===== src/rtl/core/cgl_pkg.sv =====
// package for the color gradient lookup block
// constants, request codes and status codes, no dependencies
package cgl_pkg;
   localparam int MaxStops = 16;
   localparam logic [15:0] DefPos = 16'd32768;
   localparam logic [7:0] DefRed = 8'd255;
   localparam logic [7:0] DefGreen = 8'd68;
   localparam logic [7:0] DefBlue = 8'd26;

   typedef enum logic [1:0] {
      REQ_LOOKUP = 2'd0,
      REQ_INSERT = 2'd1,
      REQ_REMOVE = 2'd2,
      REQ_RESET = 2'd3
   } req_type_type;

   typedef enum logic [1:0] {
      ST_OK = 2'd0,
      ST_FULL = 2'd1,
      ST_BAD_INDEX = 2'd2
   } status_type;
endpackage


===== src/rtl/core/color_gradient_lookup.sv =====
// color gradient lookup: sorted table of rgb stops held in one synchronous memory
// depends on cgl_pkg for sizes, the default stop and the request and status codes
//
// One transaction at a time: a request is taken at a rising edge with start high and
// busy low. Its single result is on the rsp_ ports for exactly one cycle, marked by
// rsp_valid, in the cycle in which busy falls; the receiver cannot stall. The
// busy time is set by the stop memory, one write port and one registered read port.
// - Lookup: reads and then checks each stop in turn from entry 0. Interpolation then
//   forms the product, the eight quotient bits for all three channels at once, and
//   the sum.
// - Insert: walks down from the top stop and moves each higher stop up one slot, with
//   a read and a check per stop examined. S_INS_PUT writes the new stop when it lands
//   at entry 0.
// - Remove: moves each stop above the index down, with a read and a write per stop.
// - A rejected insert or remove, removing the top stop or the only stop (which stays),
//   and reset to default go straight to S_DONE or S_DEF before the result.
// After reset the block is busy in S_INIT while it writes the default stop.
module color_gradient_lookup #(
   parameter int MAX_STOPS = cgl_pkg::MaxStops
) (
   input  logic        clock,
   input  logic        reset,
   input  logic        start,
   output logic        busy,
   input  logic [1:0]  req_type,
   input  logic [15:0] req_position,
   input  logic [7:0]  req_red,
   input  logic [7:0]  req_green,
   input  logic [7:0]  req_blue,
   input  logic [3:0]  req_entry_index,
   output logic        rsp_valid,
   output logic [7:0]  rsp_red,
   output logic [7:0]  rsp_green,
   output logic [7:0]  rsp_blue,
   output logic [1:0]  rsp_status,
   output logic [4:0]  rsp_point_count
);
   localparam int AW = (MAX_STOPS > 1) ? $clog2(MAX_STOPS) : 1;
   localparam int CW = $clog2(MAX_STOPS + 1);
   localparam logic [39:0] DefStop = {cgl_pkg::DefPos, cgl_pkg::DefRed,
                                      cgl_pkg::DefGreen, cgl_pkg::DefBlue};

   typedef enum logic [3:0] {
      S_INIT, S_IDLE, S_LK_RD, S_LK_CHK, S_MUL, S_DIV, S_FIN,
      S_INS_RD, S_INS_CHK, S_INS_PUT, S_RM_RD, S_RM_WR, S_DEF, S_DONE
   } state_type;

   // entry: pos, r, g, b
   logic [39:0]   mem [MAX_STOPS];
   logic [39:0]   rd_ff;
   logic          we;
   logic [AW-1:0] waddr, raddr;
   logic [39:0]   wdata;

   state_type     state_ff;
   logic [CW-1:0] count_ff;
   logic [CW-1:0] ptr_ff;       // entry being read
   logic [39:0]   new_ff;       // request position and color
   logic [39:0]   prev_ff;      // lower stop of the bracket
   logic [39:0]   hi_ff;        // upper stop of the bracket
   logic [15:0]   num_ff, den_ff;
   logic [15:0]   rem_ff [3];
   logic [7:0]    lo_ff [3];
   logic [7:0]    q_ff [3];
   logic [2:0]    bit_ff;
   logic [7:0]    r_ff, g_ff, b_ff;
   logic [1:0]    st_ff;
   logic          valid_ff;

   logic [7:0]    ca [3], cb [3], dlt [3];
   logic          rising [3];
   logic [23:0]   prod [3];
   logic [17:0]   trial [3];

   always_ff @(posedge clock) begin
      if (we) mem[waddr] <= wdata;
      rd_ff <= mem[raddr];
   end

   assign raddr = ptr_ff[AW-1:0];

   // per channel: delta * num, then a restoring divide; the quotient is below 256,
   // so the upper 16 product bits already form the starting remainder
   always_comb begin
      for (int k = 0; k < 3; k++) begin
         ca[k] = prev_ff[23-8*k -: 8];
         cb[k] = hi_ff[23-8*k -: 8];
         rising[k] = (cb[k] >= ca[k]);
         dlt[k] = rising[k] ? cb[k] - ca[k] : ca[k] - cb[k];
         prod[k] = 24'(dlt[k]) * 24'(num_ff);
         trial[k] = {1'b0, rem_ff[k], lo_ff[k][7]} - {2'b00, den_ff};
      end
   end

   always_comb begin
      we = 1'b0;
      waddr = '0;
      wdata = rd_ff;
      case (state_ff)
         S_INIT, S_DEF: begin
            we = 1'b1;
            wdata = DefStop;
         end
         // higher stop moves up, or the new stop lands above the lower one
         S_INS_CHK: begin
            we = 1'b1;
            waddr = AW'(ptr_ff + CW'(1));
            wdata = (rd_ff[39:24] > new_ff[39:24]) ? rd_ff : new_ff;
         end
         S_INS_PUT: begin
            we = 1'b1;
            wdata = new_ff;
         end
         S_RM_WR: begin
            we = 1'b1;
            waddr = AW'(ptr_ff - CW'(1));
         end
         default: we = 1'b0;
      endcase
   end

   assign busy = (state_ff != S_IDLE);
   assign rsp_valid = valid_ff;
   assign rsp_red = r_ff;
   assign rsp_green = g_ff;
   assign rsp_blue = b_ff;
   assign rsp_status = st_ff;
   assign rsp_point_count = 5'(count_ff);

   always_ff @(posedge clock) begin
      if (reset) begin
         state_ff <= S_INIT;
         count_ff <= CW'(1);
         valid_ff <= 1'b0;
      end else begin
         valid_ff <= 1'b0;
         case (state_ff)
            S_INIT: state_ff <= S_IDLE;
            S_IDLE: begin
               if (start) begin
                  new_ff <= {req_position, req_red, req_green, req_blue};
                  r_ff <= '0;
                  g_ff <= '0;
                  b_ff <= '0;
                  st_ff <= cgl_pkg::ST_OK;
                  case (cgl_pkg::req_type_type'(req_type))
                     cgl_pkg::REQ_LOOKUP: begin
                        ptr_ff <= '0;
                        state_ff <= S_LK_RD;
                     end
                     cgl_pkg::REQ_INSERT: begin
                        if (32'(count_ff) >= MAX_STOPS) begin
                           st_ff <= cgl_pkg::ST_FULL;
                           state_ff <= S_DONE;
                        end else begin
                           ptr_ff <= count_ff - CW'(1);
                           state_ff <= S_INS_RD;
                        end
                     end
                     cgl_pkg::REQ_REMOVE: begin
                        if (32'(req_entry_index) >= 32'(count_ff)) begin
                           st_ff <= cgl_pkg::ST_BAD_INDEX;
                           state_ff <= S_DONE;
                        end else if (count_ff == CW'(1)) begin
                           state_ff <= S_DONE;
                        end else if (32'(req_entry_index) + 32'd1 == 32'(count_ff)) begin
                           // top stop: nothing to move
                           count_ff <= count_ff - CW'(1);
                           state_ff <= S_DONE;
                        end else begin
                           ptr_ff <= CW'(req_entry_index) + CW'(1);
                           state_ff <= S_RM_RD;
                        end
                     end
                     default: state_ff <= S_DEF;
                  endcase
               end
            end
            S_LK_RD: state_ff <= S_LK_CHK;
            S_LK_CHK: begin
               if (ptr_ff != '0 && new_ff[39:24] < rd_ff[39:24]) begin
                  // bracket: previous stop at or below pos, this one above
                  hi_ff <= rd_ff;
                  num_ff <= new_ff[39:24] - prev_ff[39:24];
                  den_ff <= rd_ff[39:24] - prev_ff[39:24];
                  state_ff <= S_MUL;
               end else if ((ptr_ff == '0 && new_ff[39:24] <= rd_ff[39:24]) ||
                            ptr_ff == count_ff - CW'(1)) begin
                  // at or below the first stop, or at or past the last
                  {r_ff, g_ff, b_ff} <= rd_ff[23:0];
                  valid_ff <= 1'b1;
                  state_ff <= S_IDLE;
               end else begin
                  prev_ff <= rd_ff;
                  ptr_ff <= ptr_ff + CW'(1);
                  state_ff <= S_LK_RD;
               end
            end
            S_MUL: begin
               for (int k = 0; k < 3; k++) begin
                  rem_ff[k] <= prod[k][23:8];
                  lo_ff[k] <= prod[k][7:0];
                  q_ff[k] <= '0;
               end
               bit_ff <= '0;
               state_ff <= S_DIV;
            end
            S_DIV: begin
               for (int k = 0; k < 3; k++) begin
                  if (!trial[k][17]) begin
                     rem_ff[k] <= trial[k][15:0];
                     q_ff[k] <= {q_ff[k][6:0], 1'b1};
                  end else begin
                     rem_ff[k] <= {rem_ff[k][14:0], lo_ff[k][7]};
                     q_ff[k] <= {q_ff[k][6:0], 1'b0};
                  end
                  lo_ff[k] <= {lo_ff[k][6:0], 1'b0};
               end
               bit_ff <= bit_ff + 3'd1;
               if (bit_ff == 3'd7) state_ff <= S_FIN;
            end
            S_FIN: begin
               r_ff <= rising[0] ? ca[0] + q_ff[0] : ca[0] - q_ff[0];
               g_ff <= rising[1] ? ca[1] + q_ff[1] : ca[1] - q_ff[1];
               b_ff <= rising[2] ? ca[2] + q_ff[2] : ca[2] - q_ff[2];
               valid_ff <= 1'b1;
               state_ff <= S_IDLE;
            end
            S_INS_RD: state_ff <= S_INS_CHK;
            S_INS_CHK: begin
               if (rd_ff[39:24] > new_ff[39:24]) begin
                  if (ptr_ff == '0) state_ff <= S_INS_PUT;
                  else begin
                     ptr_ff <= ptr_ff - CW'(1);
                     state_ff <= S_INS_RD;
                  end
               end else begin
                  count_ff <= count_ff + CW'(1);
                  valid_ff <= 1'b1;
                  state_ff <= S_IDLE;
               end
            end
            S_INS_PUT: begin
               count_ff <= count_ff + CW'(1);
               valid_ff <= 1'b1;
               state_ff <= S_IDLE;
            end
            S_RM_RD: state_ff <= S_RM_WR;
            S_RM_WR: begin
               if (ptr_ff == count_ff - CW'(1)) begin
                  count_ff <= count_ff - CW'(1);
                  valid_ff <= 1'b1;
                  state_ff <= S_IDLE;
               end else begin
                  ptr_ff <= ptr_ff + CW'(1);
                  state_ff <= S_RM_RD;
               end
            end
            S_DEF: begin
               count_ff <= CW'(1);
               valid_ff <= 1'b1;
               state_ff <= S_IDLE;
            end
            S_DONE: begin
               valid_ff <= 1'b1;
               state_ff <= S_IDLE;
            end
            default: state_ff <= S_IDLE;
         endcase
      end
   end

   a_busy_valid: assert property (@(posedge clock) disable iff (reset)
      rsp_valid |-> !busy) else $error("result while busy");
   a_one_rsp: assert property (@(posedge clock) disable iff (reset)
      rsp_valid |=> !rsp_valid) else $error("double result");
   a_count: assert property (@(posedge clock) disable iff (reset)
      (count_ff >= CW'(1)) && (32'(count_ff) <= MAX_STOPS)) else $error("bad stop count");
   a_accept_busy: assert property (@(posedge clock) disable iff (reset)
      (start && !busy) |=> busy) else $error("transaction not taken");
endmodule

===== config.mk =====
export PLATFORM = sky130hd
export DESIGN_NAME = color_gradient_lookup
export DESIGN_NICKNAME = d
export VERILOG_FILES = /design/src/rtl/core/cgl_pkg.sv /design/src/rtl/core/color_gradient_lookup.sv
export SDC_FILE = /design/constraint.sdc
export NUM_CORES = 2
export LEC_CHECK = 0
export BUFFER_PORTS_ARGS = -buffer_cell sky130_fd_sc_hd__buf_4
export CORE_MARGIN = 1.5
export CORE_UTILIZATION = 45
export CTS_BUF_LIST = sky130_fd_sc_hd__clkbuf_8
export CTS_CLUSTER_SIZE = 20
export DETAILED_ROUTE_END_ITERATION = 10
export PLACE_DENSITY = 0.66
export SKIP_CTS_REPAIR_TIMING = 1
export SLEW_MARGIN = 20
export SYNTH_ARGS = -nofsm -noshare
export SYNTH_HDL_FRONTEND = slang
export SYNTH_SLANG_ARGS = --single-unit

===== constraint.sdc =====
create_clock -name clock -period 6.8 [get_ports clock]
set_input_delay 1.02 -clock clock [delete_from_list [all_inputs] [get_ports clock]]
set_output_delay 1.02 -clock clock [all_outputs]
set_load 0.01 [all_outputs]

---- After elaboration in Yosys (flattened, before gate mapping) ----
Memories as Yosys holds them, arrays and structs flattened. A register that Yosys moved wholly into a read port is not among the register bits.
Index checks and enable logic that the tools add are counted.
storage, ports and cells
  memories kept ........................... 4
  word-level logic and storage cells ...... 241
  bits in writable memories ............... 736
  flip-flop bits (word level) ............. 180
cells by class
  bitwise gates (word level) .............. 18
  reductions and logical operators ........ 22
  order comparisons ....................... 8
  eq/ne operators ......................... 39
  multipliers ............................. 3
  multiplexer cells ....................... 109
  $add $sub $neg .......................... 24
memory list
  memory  words  width  rd ports  clocked after Yosys merged registers in  wr ports  RTL line                     RTL
  mem     16     40     1         1                                        1         color_gradient_lookup.sv:49  logic [39:0] mem [MAX_STOPS];
  rem_ff  3      16     3         0                                        3         color_gradient_lookup.sv:62  logic [15:0] rem_ff [3];
  lo_ff   3      8      3         0                                        3         color_gradient_lookup.sv:63  logic [7:0] lo_ff [3];
  q_ff    3      8      3         0                                        3         color_gradient_lookup.sv:64  logic [7:0] q_ff [3];
operator list
  kind                  count
  $mux W8               22
  $pmux W40 S3          1
  $mux W16              6
  $mux W5               17
  $mul A8 B16 Y24       3
  $pmux W8 S3           3
  $sub A8 B8 Y8         9
  $sub A17 B16 Y18      3
  $mux W40              1
  $mux W1               38
  $pmux W4 S9           1
  $sub A16 B16 Y16      2
  $ne A2 B2 Y1 const B  14
  $pmux W5 S5           1
  $add A8 B8 Y8         3
  $eq A4 B4 Y1 const B  6
  $ge A8 B8 Y1          3
  $mux W4               6
  $pmux W5 S4           1
  $eq A4 B3 Y1 const B  4
  $gt A16 B16 Y1        1
  $le A16 B16 Y1        1
  $lt A16 B16 Y1        1
  $or A1 B1 Y1          15
  43 further kinds      61

---- Longest topological paths before layout ----
  word-level depth ........................ 8
  depth in mapped cells ................... 32

---- Worst setup path after synthesis ----
Ideal clock, no wire load.
  path kind ............................... flip-flop to flip-flop
  from .................................... register hi_ff[16]
  to ...................................... memory rem_ff[0][14] (data pin)
  data required time ...................... 6620 ps
  arrival time ............................ 6799 ps
  cell stages (with the launch flop) ...... 31
  slack ................................... -179 ps
  path through ............................ edfxtp_1 > inv_1 > ha_1 > inv_1 > fa_1 > a21o_1 > a21oi_1 > and3_1 > o21ai_2 > mux2_2 > o21bai_1 > a21oi_1 > xnor2_1 > buf_2 > nand2_1 > fa_1 > inv_1 > fa_1 > fa_1 > inv_1 > fa_1 > inv_1 > ha_1 > or3_1 > o311a_1 > o41ai_1 > o21ai_1 > o221ai_1 > o21ai_0 > xnor2_1 > a221oi_1
RTL lines
  element                   RTL line                      RTL
  start: declaration        color_gradient_lookup.sv:60   logic [39:0] hi_ff;
  start signal: assignment  color_gradient_lookup.sv:183  hi_ff <= rd_ff;
  end: declaration          color_gradient_lookup.sv:62

==> reports/results.ini <==
[floorplan]
ios = 82
fp.dieH_um = 353.5
placeableCoreArea_um2 = 121900
die_w_um = 353.5
num_rows = 128
initial_core_util = 0.4537
die-area_um2 = 125000

[timing]
setup_ws_ps = -263.0
slew_headroom = 0.2390
min_period_over_period = 1.039
setup_viol = 14
max_freq_ghz = 0.1416
rsz0062_at_grt = true
fin_setup_tns_ps = -1774
worst_pin_slew_ps = 1141
min_period_ps = 7063
finalHoldViolations = 0
slew_viol_final = 0
worst_hold_slack_ps = 304.4
fin_skew_ps = 61.44

[synth]
synth_nets = 4772
synth_ff_type = edfxtp_1
syn_inst = 4145
synth_top_cell_by_area = edfxtp_1
synth_edf_count = 905
yosysUniqueCellTypes = 81
syn_area_um2 = 55290
avgSynthCellArea_um2 = 13.34
yosys-top-cells-area = edfxtp_1, fa_1, mux4_2
synth_warnings = 0
synth_top_area_frac = 0.4915
yosysSeqAreaShare = 0.5100
synth-seq-cells = 956
async_reset_ff_frac = 0

[detailed_routing]
drt_iter0_markers = 2670
totalWireLength_um = 134300
viasPerCell = 5.511
antenna_left = 0
drc = 0
vias = 34500
firstDrtPassIters = 5
wire_per_inst_um = 21.46

[critical_path]
worst_path_most_repeated_cell = fa_1
required_ps = 7450
start_kind = flip-flop
path_class = reg2reg
cp_max_fo = 5
crit_arrival_ps = 7710
slowest_delay_ps = 520
endpoint_kind = flip-flop
cpMaxStageDelayCell = fa_1

[placed_design]
dp_hpwl_um = 91310
place_inst = 5930
portBuffers = 81
place.gp.congestion = 0.8544
placed_area_um2 = 59390

[global_route]
grt_pass1_vias = 35640
grt_max_degree = 164
grt_usage = 0.2141
antenna_found_initial = 3
grt_pass1_wl_um = 206100
overflow = 0

[cts]
htreeDepth = 4
cts_buffers = 158
cts_root_buf = clkbuf_8
cts_tree = yes
cts_num_sinks = 956
path_clk_slew_ps = 60
clk_latency_ps = 880
cts_max_path_buffers = 3

[cells_and_area]
seq_area_um2 = 28200
areaGrowthSynthToFinish_pct = 15.39
design_area_um2 = 63800
fin_cells = 6260
final_common_cell = edfxtp_1
fillerInstances = 10040
multi_input_comb_area_um2 = 25860
mostFrequentLayoutCells = edfxtp_1, inv_1, buf_4, ha_1, fa_1
drive_gt1_frac = 0.2096
nets = 5128

[outcome]
status = finished with violations
violations = setup timing

[power_and_ir_drop]
vdd_drop_max_mv = 0.2000
p_leak_uw = 0.02484
powerDensity_nw_per_um2 = 214.7

[run]
maxCapViolCount = 0

[worst_hold_path]
hold_class = in2reg

## worst paths after layout
| kind | from | endpoint | slack, ps | depth (start not counted) |
|---|---|---|---|---|
| max | hi_ff[16] | rem_ff[0][14] | -260 | 29 |
| min | req_green[5] | new_ff[13] | 300 | 1 |
| max reg2reg | hi_ff[16] | rem_ff[0][14] | -260 | 29 |
| min reg2reg | rd_ff[24] | prev_ff[24] | 460 | 0 |
## worst max-delay path, delay by kind of cell (launching register included)
kind / cells / cell delay (ps)
and+or+nand+nor: 3 / 740
xor gates and xnor gates: 2 / 310
muxes: 1 / 340
DFF: 1 / 370
adders and majority gates: 7 / 2660
buffers and inverters: 5 / 380
AOI/OAI and AO/OA: 11 / 2030
## power breakdown
part | switching (uW) | leakage, uW | internal [uW]
clock | 2430 | 0.00180 | 2620
sequential | 124 | 0.00865 | 6760
combinational | 989 | 0.0144 | 776
total | 3540 | 0.0248 | 10200
## synthesized netlist by cell type, drive strengths merged, types with 112 or more instances
cell	count
a21oi	151
and2	179
clkbuf	116
edfxtp	905
fa	266
ha	312
inv	431
mux4	200
nand2	228
nor2	204
nor2b	137
o21ai	130
xnor2	112
## flip-flops by register name, summed over array words and instances, names as in the netlist, 2 cells and up
name,cells
new_ff,40
rem_ff,48
hi_ff,24
ptr_ff,5
rd_ff,40
q_ff,24
rsp_status,2
state_ff,4
rsp_point_count,5
num_ff,16
rsp_blue,8
rsp_red,8
prev_ff,40
bit_ff,3
rsp_green,8
lo_ff,24
mem,640
den_ff,16
## metrics by stage
stage | power [uW] | util | setup slack (ps)
2_1_floorplan | 8041 | - | -55.95
3_3_place_gp | 8602 | 0.4869 | -304.8
3_5_place_dp | 8645 | 0.4873 | -405.8
4_1_cts | 13690 | 0.5134 | -470.8
5_1_grt | 14220 | 0.5235 | -577.1
6_report | 13700 | 0.5235 | -263.0
## area by class of cell
| cell class | instances | share of cell area |
|---|---|---|
| Antenna cell | 2 | 0.00007844 |
| Clock buffer | 169 | 0.03646 |
| Clock inverter | 123 | 0.01333 |
| Inverter | 432 | 0.02543 |
| Multi-Input combinational cell | 2594 | 0.4053 |
| Sequential cell | 956 | 0.4419 |
| Tap cell | 1625 | 0.03187 |
| Timing Repair Buffer | 359 | 0.04559 |
## kinds of logic after synthesis
group | after synthesis | share of synthesized area
AO/OA/AOI/OAI | 598 | 0.07178
XOR/XNOR | 176 | 0.02815
adder cells (fa/ha/maj) | 578 | 0.1669
buffers and inverters | 595 | 0.04159
flip-flops | 956 | 0.5100
multiplexers | 239 | 0.08875
AND/OR/NAND/NOR | 1003 | 0.09287
## metal layers
| layer | routed length (um) | GRT usage | vias to the layer above |
|---|---|---|---|
| met5 | 12 | 0 | - |
| met4 | 2698 | 0.05940 | 2 |
| met3 | 7943 | 0.03557 | 184 |
| met2 | 66820 | 0.3602 | 1055 |
| met1 | 56870 | 0.2873 | 17580 |
| li1 | - | - | 15680 |
No activity file was read; power rests on OpenSTA's default activity.
